### config.mk
export PLATFORM = sky130hd
export DESIGN_NAME = btoks_ctrl
export DESIGN_NICKNAME = d
export VERILOG_FILES = /design/src/hw/rtl/binary_trie_ordered_key_store_macros.svh /design/src/hw/rtl/btoks_pkg.sv /design/src/hw/rtl/btoks_ctrl.sv
export SDC_FILE = /design/constraint.sdc
export NUM_CORES = 1
export LEC_CHECK = 0
export ABC_AREA = 1
export BUFFER_PORTS_ARGS = -buffer_cell sky130_fd_sc_hd__buf_4
export CAP_MARGIN = 40
export CORE_ASPECT_RATIO = 1.75
export CORE_MARGIN = 5
export CORE_UTILIZATION = 35
export CTS_BUF_LIST = sky130_fd_sc_hd__clkbuf_4
export CTS_CLUSTER_SIZE = 30
export DETAILED_ROUTE_END_ITERATION = 8
export GPL_ROUTABILITY_DRIVEN = 0
export HOLD_SLACK_MARGIN = 0.02
export PLACE_DENSITY = 0.54
export SKIP_CTS_REPAIR_TIMING = 1
export SYNTH_ARGS = -nofsm -noshare
export SYNTH_HDL_FRONTEND = slang
export SYNTH_SLANG_ARGS = --single-unit
### constraint.sdc
create_clock -name clk -period 2.57 [get_ports clk]
set_clock_uncertainty 0.05 [all_clocks]
set_input_delay 0.514 -clock clk [delete_from_list [all_inputs] [get_ports clk]]
set_output_delay 0.514 -clock clk [all_outputs]
set_load 0.01 [all_outputs]
### src/hw/rtl/binary_trie_ordered_key_store_macros.svh
// Assertion macros used by the ordered key store datapath.
`ifndef BINARY_TRIE_ORDERED_KEY_STORE_MACROS_SVH
`define BINARY_TRIE_ORDERED_KEY_STORE_MACROS_SVH
`ifndef ASSERT_OFF
// Property that must hold at every rising clock edge out of reset.
`define BTOKS_ASSERT(lbl, clk, rst, prop) \
  lbl: assert property (@(posedge clk) disable iff (rst) (prop)) else $error("btoks check failed");
// Implication checked in the same cycle.
`define BTOKS_ASSERT_IMP(lbl, clk, rst, ante, cons) \
  lbl: assert property (@(posedge clk) disable iff (rst) (ante) |-> (cons)) else $error("btoks check failed");
`else
`define BTOKS_ASSERT(lbl, clk, rst, prop)
`define BTOKS_ASSERT_IMP(lbl, clk, rst, ante, cons)
`endif
`endif

### src/hw/rtl/btoks_pkg.sv
// Shared types, codes and defaults for the ordered key store.
package btoks_pkg;

  localparam int KEY_BITS_DEF   = 32;
  localparam int NODE_SLOTS_DEF = 4096;
  localparam int VALUE_BITS_DEF = 32;

  // Request codes
  localparam logic [2:0] REQ_INS  = 3'd0;
  localparam logic [2:0] REQ_LOOK = 3'd1;
  localparam logic [2:0] REQ_GE   = 3'd2;
  localparam logic [2:0] REQ_LE   = 3'd3;
  localparam logic [2:0] REQ_REM  = 3'd4;

  // Result status codes
  localparam logic [1:0] ST_DONE = 2'd0;
  localparam logic [1:0] ST_MISS = 2'd1;
  localparam logic [1:0] ST_FULL = 2'd2;

  // Datapath operations issued by the controller
  typedef enum logic [4:0] {
    OP_NONE,
    OP_LOAD,
    OP_WALK,
    OP_WALK_EV,
    OP_LEAF_EV,
    OP_FULL,
    OP_FOUND,
    OP_POP,
    OP_INS_FIN,
    OP_RM_START,
    OP_RM_PAR,
    OP_RM_CH,
    OP_NB_INIT,
    OP_NB_PCH,
    OP_NB_EV,
    OP_DS_EV,
    OP_DS_LF_EV,
    OP_EMIT
  } dp_op_t;

  // Datapath flags seen by the controller
  typedef struct packed {
    logic [2:0] req;
    logic       at_leaf;
    logic       link_ok;
    logic       leaf_ok;
    logic       room;
    logic       exact;
    logic       prune_go;
    logic       nb_hit;
    logic       ds_ok;
    logic       dd_zero;
    logic       out_busy;
  } dp_stat_t;

endpackage

### src/hw/rtl/btoks_ctrl.sv
// Sequencing state machine of the ordered key store.
module btoks_ctrl import btoks_pkg::*; (
  input  logic     clk,
  input  logic     rst,
  input  logic     in_valid,
  output logic     in_stall,
  input  dp_stat_t stat,
  output dp_op_t   op
);

  typedef enum logic [17:0] {
    S_IDLE     = 18'h00001,
    S_WALK     = 18'h00002,
    S_WALK_EV  = 18'h00004,
    S_LEAF     = 18'h00008,
    S_DISP     = 18'h00010,
    S_ALLOC    = 18'h00020,
    S_POP      = 18'h00040,
    S_RM_START = 18'h00080,
    S_RM_RD    = 18'h00100,
    S_RM_PAR   = 18'h00200,
    S_RM_CH    = 18'h00400,
    S_NB_PRD   = 18'h00800,
    S_NB_PCH   = 18'h01000,
    S_NB_EV    = 18'h02000,
    S_DS       = 18'h04000,
    S_DS_EV    = 18'h08000,
    S_DS_LF    = 18'h10000,
    S_EMIT     = 18'h20000
  } state_t;

  state_t state, state_next;

  assign in_stall = (state != S_IDLE);

  // Advance state
  always_ff @(posedge clk) begin
    if (rst) begin
      state <= S_IDLE;
    end else begin
      state <= state_next;
    end
  end

  // Pick the operation and the next state
  always_comb begin
    state_next = state;
    op         = OP_NONE;
    case (state)
      S_IDLE: begin
        if (in_valid) begin
          op         = OP_LOAD;
          state_next = S_WALK;
        end
      end
      S_WALK: begin
        if (stat.at_leaf) begin
          state_next = S_LEAF;
        end else begin
          op         = OP_WALK;
          state_next = S_WALK_EV;
        end
      end
      S_WALK_EV: begin
        op         = OP_WALK_EV;
        state_next = stat.link_ok ? S_WALK : S_DISP;
      end
      S_LEAF: begin
        op         = OP_LEAF_EV;
        state_next = S_DISP;
      end
      S_DISP: begin
        state_next = S_EMIT;
        case (stat.req)
          REQ_INS: begin
            if (!stat.room) begin
              op = OP_FULL;
            end else begin
              state_next = S_ALLOC;
            end
          end
          REQ_LOOK, REQ_REM: begin
            if (stat.exact) begin
              op = OP_FOUND;
              if (stat.req == REQ_REM) state_next = S_RM_START;
            end
          end
          REQ_GE, REQ_LE: begin
            if (stat.exact) begin
              op = OP_FOUND;
            end else begin
              op         = OP_NB_INIT;
              state_next = S_NB_PRD;
            end
          end
          default: state_next = S_EMIT;
        endcase
      end
      S_ALLOC: begin
        if (stat.at_leaf) begin
          op         = OP_INS_FIN;
          state_next = S_EMIT;
        end else begin
          state_next = S_POP;
        end
      end
      S_POP: begin
        op         = OP_POP;
        state_next = S_ALLOC;
      end
      S_RM_START: begin
        op         = OP_RM_START;
        state_next = S_RM_PAR;
      end
      S_RM_RD: state_next = S_RM_PAR;
      S_RM_PAR: begin
        op         = OP_RM_PAR;
        state_next = S_RM_CH;
      end
      S_RM_CH: begin
        op         = OP_RM_CH;
        state_next = stat.prune_go ? S_RM_RD : S_EMIT;
      end
      S_NB_PRD: state_next = S_NB_PCH;
      S_NB_PCH: begin
        op         = OP_NB_PCH;
        state_next = S_NB_EV;
      end
      S_NB_EV: begin
        op = OP_NB_EV;
        if (stat.nb_hit) begin
          state_next = S_DS;
        end else begin
          state_next = stat.dd_zero ? S_EMIT : S_NB_PRD;
        end
      end
      S_DS: state_next = stat.at_leaf ? S_DS_LF : S_DS_EV;
      S_DS_EV: begin
        op = OP_DS_EV;
        if (stat.ds_ok) begin
          state_next = S_DS;
        end else begin
          state_next = stat.dd_zero ? S_EMIT : S_NB_PRD;
        end
      end
      S_DS_LF: begin
        op = OP_DS_LF_EV;
        if (stat.leaf_ok || stat.dd_zero) begin
          state_next = S_EMIT;
        end else begin
          state_next = S_NB_PRD;
        end
      end
      S_EMIT: begin
        if (!stat.out_busy) begin
          op         = OP_EMIT;
          state_next = S_IDLE;
        end
      end
      default: state_next = S_IDLE;
    endcase
  end

endmodule

* Yosys cells after proc, flatten, opt, wreduce, memory -nomap -nowiden
Cells that the tools add are included.
** Storage, ports and cells
- Output and inout port bits :: 6
- Bits in registers :: 18
** Cells by class
- Multiplexer cells :: 26
- Reductions and logical operators :: 6
- Equality and inequality tests :: 25
** Operators with widths (number)
- $pmux 18 s17 :: 1
- $mux 18 :: 12
- $pmux 5 s15 :: 1
- $pmux 18 s3 :: 1
- $eq 18x1->1 const B :: 1
- $eq 18x10->1 const B :: 1
- $eq 18x11->1 const B :: 1
- $eq 18x12->1 const B :: 1
- $eq 18x13->1 const B :: 1
- $eq 18x14->1 const B :: 1
- $eq 18x15->1 const B :: 1
- $eq 18x16->1 const B :: 1
- $eq 18x17->1 const B :: 1
- $eq 18x18->1 const B :: 1
- $eq 18x2->1 const B :: 1
- $eq 18x3->1 const B :: 1
- $eq 18x4->1 const B :: 1
- $eq 18x5->1 const B :: 1
- $eq 18x6->1 const B :: 1
- $eq 18x7->1 const B :: 1
- $eq 18x8->1 const B :: 1
- $eq 18x9->1 const B :: 1
- $ne 18x1->1 const B :: 1
- $mux 17 :: 1
- 14 further kinds :: 22

* Logic depth before layout (Yosys ltp)
Gate-level depths: netlist of run 1.
- Depth after elaboration :: 5
- Gate-level depth with buffers :: 12
- Depth with buffers taken out :: 11

* Worst setup path after synthesis of run 1
OpenSTA, ideal clock, no wires.
- Kind :: reg2out
- Start :: register state[0]
- End :: output op[1]
- Cell stages (with the launch flop) :: 6
- Data arrival time :: 1399 ps
- Buffers on the path :: 0
- Setup slack :: 607 ps
- Required time :: 2006 ps
- Cell sequence :: dfxtp_1 > nor2_1 > nand2_1 > nor2_2 > nand3_2 > o311ai_0
** On the way
- Longest elaborated chain between the ends :: 2
- Elaborated cells between the ends (all ways) :: 16
- Those cells by class :: 15 x eq/ne; 1 x mux
** Ends and longest elaborated chain
- start: declaration :: line btoks_ctrl.sv:32 : state_t state, state_next;
- start signal: assignment :: line btoks_ctrl.sv:41 : state <= state_next;
- $eq 18x18->1, or another cell as far along :: line btoks_ctrl.sv:49 : case (state)
- $pmux 5 s15 (*) :: line btoks_ctrl.sv:49
- end: declaration :: line btoks_ctrl.sv:8 : output dp_op_t op
Mark *: on every way between the ends. The rest lies on a longest branch, timed or not.

* Final worst setup path of run 1
- Start :: register state[7]
- End :: output op[0]
The elaborated chain is that of the path after synthesis.

==> out/qor.yml, run 1 <==
cts.sinks: 18
max-cap-violations: 0
insertion_delay_ns: 0.30
arrival_ns: 1.90
area_delta_synth_final_pct: 27.67
finalSetupTns_ns: 0
die_w_microns: 58.07
yosysWarnings: 0
grt.total_usage: 0.1593
place_area_sq_mm: 0.001629
port_buffers: 21
synthTopCellsByCount: "nand2_1, inv_1, nor2_1"
fin_ws_ns: 0.1037
synthFlopType: "dfxtp_1"
fin_crit_sh: 0.9596
overflow: 0
syn-num-nets: 254
fmax_ghz: 0.4055
synth_top_cell_by_area: "dfxtp_1"
fin_crit_ns: 2.466
ir_drop_mv: 0.2858
cts_tree: "yes"
top_register: "state"
reg_top3: "state: 18 flops"
tightestPinTransition_ns: 0.2848
ys_ff_latch: 18
final_util: 0.4628
outcome: "finished clean"
cp-start-kind: "register"
syn_inst: 238
synth_cell_type_count: 26
clockBufferDepth: 2
fill_cells: 446
final_antenna_net_count: 0
finalSetupViolations: 0
largest_reg_flops: 18
p_leak_nw: 0.9395
first_global_vias: 1514
rows: 30
cp-end-kind: "primary output"
die_h_microns: 94.12
vias: 1585
antenna_cells: 0
crit_type: "register to primary output"
seqCellArea_sq_um: 369.1
drt_pass1_iterations: 4
final_nets: 285
clkTransAtPathRegs_ns: 0.11
die-area_sq_mm: 0.005465
numCtsBuffers: 3
slew_headroom: 0.8086
powerDensity_mw_per_mm2: 398.3
htree_num_levels: 1
grt_max_degree: 15
vias_per_cell: 5.016
hold_ws_ns: 0.3665
synth.most_common_cell: "nand2_1"
post_synth.cell_area_avg_sq_um: 5.946
multiInputGateArea_sq_um: 970.9
routedWlPerCell_microns: 13.62
crit_required_ns: 2.01
route.detailed.drc: 0
grt_pass1_wl_mm: 6.534
hold_path_class: "input pin to register"
synth_area_leaders: "dfxtp_1, nand2_1, inv_1, nor2_1, nand3_1"
routed_wl_mm: 4.304
timing.final.max_slew_violations: 0
yosysTopAreaCellShare: 0.2546
hpwl_mm: 3.487
ctsRootBufferMaster: "clkbuf_4"
ys_seq_area_frac: 0.2546
synth_edf_count: 0
synthesis.area_sq_mm: 0.001415
hold_violations: 0
drt_iter0_drc: 34
io_pins: 22
post_route_cells_drive_above_1_share: 0.2500
stdcell_area_sq_mm: 0.001807
synthArstFlopShare: 0
cp_max_fo: 6
fp.coreArea_sq_mm: 0.003904
antenna_found_initial: 0
dp_slack_ns: 0.2144
start_util: 0.3625
## path summary, 6_finish.rpt
| kind | from | end | depth (start not counted) | slack, ns |
|---|---|---|---|---|
| max | state[7] | op[0] | 9 | 0.10 |
| min | stat[9] | state[6] | 2 | 0.37 |
| max reg2reg | state[7] | state[0] | 11 | 0.72 |
| min reg2reg | state[9] | state[10] | 4 | 0.58 |
## final cells by class
type	count	share of cell area
Multi-Input combinational cell	176	0.5374
Tap cell	48	0.03324
Timing Repair Buffer	28	0.1233
Clock inverter	1	0.002078
Clock buffer	3	0.01247
Inverter	42	0.08726
Sequential cell	18	0.2043
## layout by cell type (no fill, tap or decap)
master	netlist	routed
nand3_1	28	27
nor3_1	15	14
and2_1	1	1
nor3b_2	2	2
inv_1	40	40
o311ai_1	0	1
nor2_4	5	13
o31ai_1	1	1
inv_2	2	2
o21ai_0	4	4
o21a_1	3	3
dfxtp_4	0	1
nand2_1	46	43
nand2_2	3	3
nor2_2	7	3
buf_12	0	1
o22ai_1	2	2
nand4_1	10	10
a21oi_1	3	3
clkbuf_4	0	3
buf_4	2	27
and3_1	1	1
nand3b_1	1	1
dfxtp_1	18	13
nand2_4	1	4
nand3_2	1	2
clkinv_1	0	1
nor2_1	39	36
dfxtp_2	0	4
nor3_2	1	1
nor3_4	0	1
## cells by family after synthesis
group	synth area share
buffers and inverters	0.1247
and+or+nand+nor	0.5597
DFF	0.2546
AOI/OAI and AO/OA	0.06101
## critical path: stages, from the launching register on
cell and delay [ns]:
dfxtp_2 0.37, nor2_2 0.11, nand2_2 0.13, nor2_4 0.20, buf_12 0.14, nand2_1 0.06, o21a_1 0.22, and3_1 0.16
nand3b_1 0.09, buf_4 0.12
## metal layers
metal | up-vias | wire, microns | GRT usage
met5 | - | 0 | 0
met4 | 0 | 128 | 0.08704
met3 | 11 | 92 | 0.01513
met2 | 22 | 2538 | 0.3264
met1 | 728 | 1545 | 0.1425
li1 | 824 | - | -
## through the flow
stage          total power [mW]  std cells
3_3_place_gp             0.5227        306
4_1_cts                  0.6774        310
6_report                 0.7196        316
2_1_floorplan            0.4404        238
3_5_place_dp             0.5219        306
5_1_grt                  0.7642        316
## where the power goes
part	internal (mW)	leakage [nW]	switching, mW
sequential	0.289	0.148	0.00861
combinational	0.119	0.777	0.152
clock	0.0566	0.0154	0.0942
Power figures use the tool's default switching activity.
==> run 2: changes to the inputs <==
Settings changed: ABC_AREA 1 to not set.
==> out/qor.yml, run 2 <==
synth_area_leaders: "dfxtp_1, nand4b_1, nor4_4, nor2_1, nand2b_1"
clkTransAtPathRegs_ns: 0.11
area_delta_synth_final_pct: 32.60
fin_crit_sh: 1.024
insertion_delay_ns: 0.30
synth_top_family_by_area: "simple AND/OR/NAND/NOR gates"
crit_type: "register to primary output"
crit_required_ns: 2.01
post_synth.cell_area_avg_sq_um: 8.307
synth_fa_ha_area_frac: 0
r2r-start: "state[5]"
syn_inst: 158
htree_num_levels: 1
p_int_uw: 505.7
antenna_found_initial: 0
drt_pass1_iterations: 4
vias_per_cell: 5.963
reg_top3: "state: 18 flops"
slew_headroom: 0.6666
r2r-end: "state[4]"
grt_pass1_wl_mm: 6.955
synthFlopType: "dfxtp_1"
largest_reg_flops: 18
fp.coreArea_sq_mm: 0.003628
synth_xor_area_frac: 0.04004
synth_cell_type_count: 47
max-cap-violations: 0
cp-endpoint: "op[0]"
synth.most_common_cell: "nor2_1"
rows: 29
final_antenna_net_count: 0
routedWlPerCell_microns: 18.30
ir_drop_mv: 0.2975
first_global_vias: 1474
ff2ff_path_depth: 5
reg2reg_slack_ns: 0.55
numCtsBuffers: 3
io_pins: 22
port_buffers: 21
hold_ws_ns: 0.3843
violations: "setup timing"
outcome: "finished, violations left"
crit_path_start: "state[15]"
p_leak_nw: 0.6991
die-area_sq_mm: 0.005123
routed_wl_mm: 4.465
ys_ff_latch: 18
fmax_ghz: 0.3801
hpwl_mm: 3.535
syn-num-nets: 174
cts_tree: "yes"
mostFrequentLayoutCell: "buf_4"
ctsRootBufferMaster: "clkbuf_4"
yosysWarnings: 0
hold_violations: 0
fin_ws_ns: -0.06095
cts.sinks: 18
synthTopCellsByCount: "nor2_1, dfxtp_1, nand4b_1"
timing.final.max_slew_violations: 0
start_util: 0.3617
post_route_cells_drive_above_1_share: 0.3636
tightestPinTransition_ns: 0.5000
rsz0062_at_grt: "yes"
hold_path_class: "input pin to register"
synth_top_cell_by_area: "dfxtp_1"
grt_max_degree: 11
clockBufferDepth: 2
synth_compound_area_frac: 0.1621
die_w_microns: 56.29
drt_iter0_drc: 51
synth.mux.area_fraction: 0.007626
dp_cells: 230
powerDensity_mw_per_mm2: 452.8
ys_seq_area_frac: 0.2745
p_sw_uw: 282.5
yosys.area_share.simple: 0.4824
final_nets: 215
top_register: "state"
die_h_microns: 91.01
arrival_ns: 2.07
vias: 1455
overflow: 0
synthesis.area_sq_mm: 0.001313
power_uw: 788.1
cp-end-kind: "primary output"
p_sw_frac: 0.3584
finalSetupTns_ns: -0.1149
synthArstFlopShare: 0
finalSetupViolations: 3
cp_max_fo: 5
synth_edf_count: 0
fin_crit_ns: 2.631
yosysTopAreaCellShare: 0.2745
grt.total_usage: 0.1718
cp-start-kind: "register"
final_cells: 244
power.clock.fraction: 0.189
most-common-layout-cells: "buf_4, nor2_1, nand4b_1, dfxtp_2"
p_comb_frac: 0.411
route.detailed.drc: 0
antenna_cells: 0
power_frac_seq: 0.400
==> run 2: cell count changes in the layout (fill, tap and decap cells not counted), sizes merged, moves of 9 or more <==
cell / before / now
nand2: 50 / 7
inv: 42 / 7
nor2: 52 / 19
nand3: 29 / 7
buf: 28 / 40
nand4b: 0 / 12
nor3: 16 / 7
==> run 2: cell families (layout without fill, tap and decap cells) <==
| group | count (synthesis) | after routing |
|---|---|---|
| compound gates | 31 | 31 |
| xor+xnor | 6 | 6 |
| buf+inv | 11 | 51 |
| flops | 18 | 18 |
| mux | 1 | 1 |
| simple gates | 91 | 91 |
==> run 2: how the worst min path moves through the flow <==
stage               startpoint   endpoint  slack, ns  depth (start not counted)
floorplan            state[11]  state[12]       0.47                          2
global placement     state[11]  state[12]       0.51                          2
detailed placement   state[11]  state[12]       0.51                          2
CTS                    stat[9]   state[2]       0.38                          2
global route           stat[9]   state[2]       0.37                          2
finish                 stat[9]   state[2]       0.38                          2
==> run 2: worst max-delay path, stage by stage, from the launching register on <==
cell      delay [ns]
dfxtp_4         0.37
nor4_4          0.32
buf_4           0.19
and4_4          0.25
and4b_4         0.27
nand4b_1        0.16
a311o_2         0.14
buf_6           0.10
==> run 2: area by class of cell <==
cell class,instances,area [sq um]
Inverter,7,26.28
Sequential cell,18,382.9
Fill cell,386,1888
Multi-Input combinational cell,129,939.7
Clock buffer,3,22.52
Tap cell,46,57.56
Timing Repair Buffer,40,307.8
Clock inverter,1,3.754
==> run 2: through the flow <==
stage	setup slack, ns	utilization	area, sq um
2_1_floorplan	0.3871	-	1313
3_3_place_gp	0.07147	0.4348	1578
3_5_place_dp	0.1110	0.4348	1578
4_1_cts	-0.2384	0.4421	1604
5_1_grt	-0.1639	0.4797	1740
6_report	-0.06095	0.4797	1740
==> run 2: metal layers <==
layer	vias up	track usage	part of all wire
met3	21	0.01844	0.037
li1	690	-	-
met2	58	0.3232	0.54
met5	-	0	0
met1	686	0.1723	0.37
met4	0	0.1109	0.056
==> run 2: power groups by stage <==
stage / clock network [mW] / logic, mW / registers, mW
after floorplan: 0 / 0.193 / 0.318
after global placement: 0 / 0.292 / 0.320
after detailed placement: 0 / 0.291 / 0.321
after CTS: 0.156 / 0.293 / 0.314
after global routing: 0.166 / 0.352 / 0.317
final: 0.149 / 0.324 / 0.316
==> run 3: changes to the inputs <==
--- a/config.mk
+++ b/config.mk
@@ -7,2 +7,3 @@
 export LEC_CHECK = 0
+export ABC_AREA = 1
 export BUFFER_PORTS_ARGS = -buffer_cell sky130_fd_sc_hd__buf_4
==> constraint.sdc (replaced) <==
create_clock -name clk -period 2.57 [get_ports clk]
set_clock_uncertainty 0.05 [all_clocks]
set_input_delay 0.6425 -clock clk [delete_from_list [all_inputs] [get_ports clk]]
set_output_delay 0.6425 -clock clk [all_outputs]
set_load 0.01 [all_outputs]
==> out/qor.yml, run 3 (synthesis results as in run 1) <==
met1_usage: 0.1511
routedWlPerCell_microns: 14.10
reg_top3: "state: 18 flops"
met2_usage: 0.3377
port_buffers: 21
grt_max_degree: 15
fmax_ghz: 0.3905
post_route_cells_drive_above_1_share: 0.3559
insertion_delay_ns: 0.30
cp-start-kind: "register"
ff2ff_path_depth: 10
reg2reg_slack_ns: 0.73
cts_tree: "yes"
power_frac_seq: 0.398
finalSetupTns_ns: 0
rows: 30
arrival_ns: 1.87
area_delta_synth_final_pct: 40.58
p_sw_frac: 0.3683
grt.total_usage: 0.1664
p_leak_nw: 1.003
antenna_cells: 0
hold_ws_ns: 0.4845
vias_per_cell: 5.176
die_w_microns: 58.07
die-area_sq_mm: 0.005465
ir_drop_mv: 0.2834
power.clock.fraction: 0.213
dp_cells: 311
use_met3: 0.01788
vias: 1703
first_global_vias: 1609
holdPathStages: 2
max-cap-violations: 0
drt_iter0_drc: 40
slew_headroom: 0.8011
final_nets: 298
die_h_microns: 94.12
powerDensity_mw_per_mm2: 369.7
timing.final.max_slew_violations: 0
io_pins: 22
r2r-start: "state[3]"
drt_pass1_iterations: 4
largest_reg_flops: 18
antenna_found_initial: 0
p_sw_uw: 270.9
rsz0062_at_grt: "yes"
multiInputGateArea_sq_mm: 0.001046
overflow: 0
finalSetupViolations: 0
routed_wl_mm: 4.639
p_comb_frac: 0.390
seqCellArea_sq_um: 384.1
hold-path-endpoint: "state[6]"
most-common-layout-cells: "inv_1, nand2_1, buf_4, nor2_1, nand3_1"
clockBufferDepth: 2
hold_start: "stat[9]"
fin_crit_sh: 0.9965
p_int_uw: 464.6
cp_max_fo: 4
crit_required_ns: 1.88
crit_type: "register to primary output"
final_antenna_net_count: 0
fill_cells: 430
grt_pass1_wl_mm: 6.934
fp.coreArea_sq_mm: 0.003904
route.detailed.drc: 0
outcome: "finished clean"
hold_violations: 0
r2r-end: "state[0]"
htree_num_levels: 1
hpwl_mm: 3.637
ctsRootBufferMaster: "clkbuf_4"
grt-busiest-layer: "met2"
tightestPinTransition_ns: 0.2961
fin_crit_ns: 2.561
start_util: 0.3625
hold_path_class: "input pin to register"
top_register: "state"
clkTransAtPathRegs_ns: 0.11
numCtsBuffers: 3
final_cells: 329
cp-end-kind: "primary output"
cts.sinks: 18
==> run 3: cell type report <==
class / count / share of cell area
Inverter: 42 / 0.07925
Clock buffer: 3 / 0.01132
Clock inverter: 1 / 0.001887
Multi-Input combinational cell: 176 / 0.5258
Timing Repair Buffer: 41 / 0.1585
Tap cell: 48 / 0.03019
Sequential cell: 18 / 0.1931
==> run 3: power by group through the flow <==
| stage | registers, mW | clock network [mW] | logic [mW] |
|---|---|---|---|
| 6_report | 0.293 | 0.156 | 0.287 |
| 5_1_grt | 0.294 | 0.166 | 0.312 |
| 4_1_cts | 0.292 | 0.157 | 0.242 |
| 3_5_place_dp | 0.299 | 0 | 0.241 |
| 3_3_place_gp | 0.299 | 0 | 0.244 |
| 2_1_floorplan | 0.298 | 0 | 0.143 |
==> run 3: worst max-delay path by stage <==
| stage | startpoint | to | slack [ns] | cells past startpoint |
|---|---|---|---|---|
| CTS | state[10] | op[4] | -0.16 | 11 |
| floorplan | stat[11] | op[2] | 0.41 | 5 |
| global placement | stat[11] | op[2] | 0.15 | 7 |
| detailed placement | state[10] | op[4] | 0.19 | 11 |
| global route | state[3] | op[0] | -0.11 | 9 |
| finish | state[3] | op[0] | 0.009 | 9 |
==> run 3: critical path, cell delays in order, from the launching register on <==
cell and delay, ns:
dfxtp_4 0.38, nor2_4 0.15, nand2_4 0.08, buf_6 0.13
nor2_4 0.18, nand3_2 0.11, o21a_1 0.16, and3_4 0.16
nand3b_1 0.08, buf_4 0.12
==> run 3: through the flow <==
step | setup WS [ns] | cell area (sq um) | total power [mW] | utilization
global route | -0.1119 | 1989 | 0.7718 | 0.5096
floorplan | 0.4124 | 1415 | 0.4404 | -
CTS | -0.1623 | 1693 | 0.6909 | 0.4337
global placement | 0.1510 | 1667 | 0.5423 | 0.4269
detailed placement | 0.1867 | 1667 | 0.5397 | 0.4269
finish | 0.008902 | 1989 | 0.7355 | 0.5096
==> run 3: metal layers <==
| metal | wire (microns) | vias to the layer above |
|---|---|---|
| met1 | 1678 | 794 |
| met4 | 167 | 0 |
| met3 | 110 | 14 |
| met2 | 2682 | 43 |
| li1 | - | 852 |
| met5 | 0 | - |
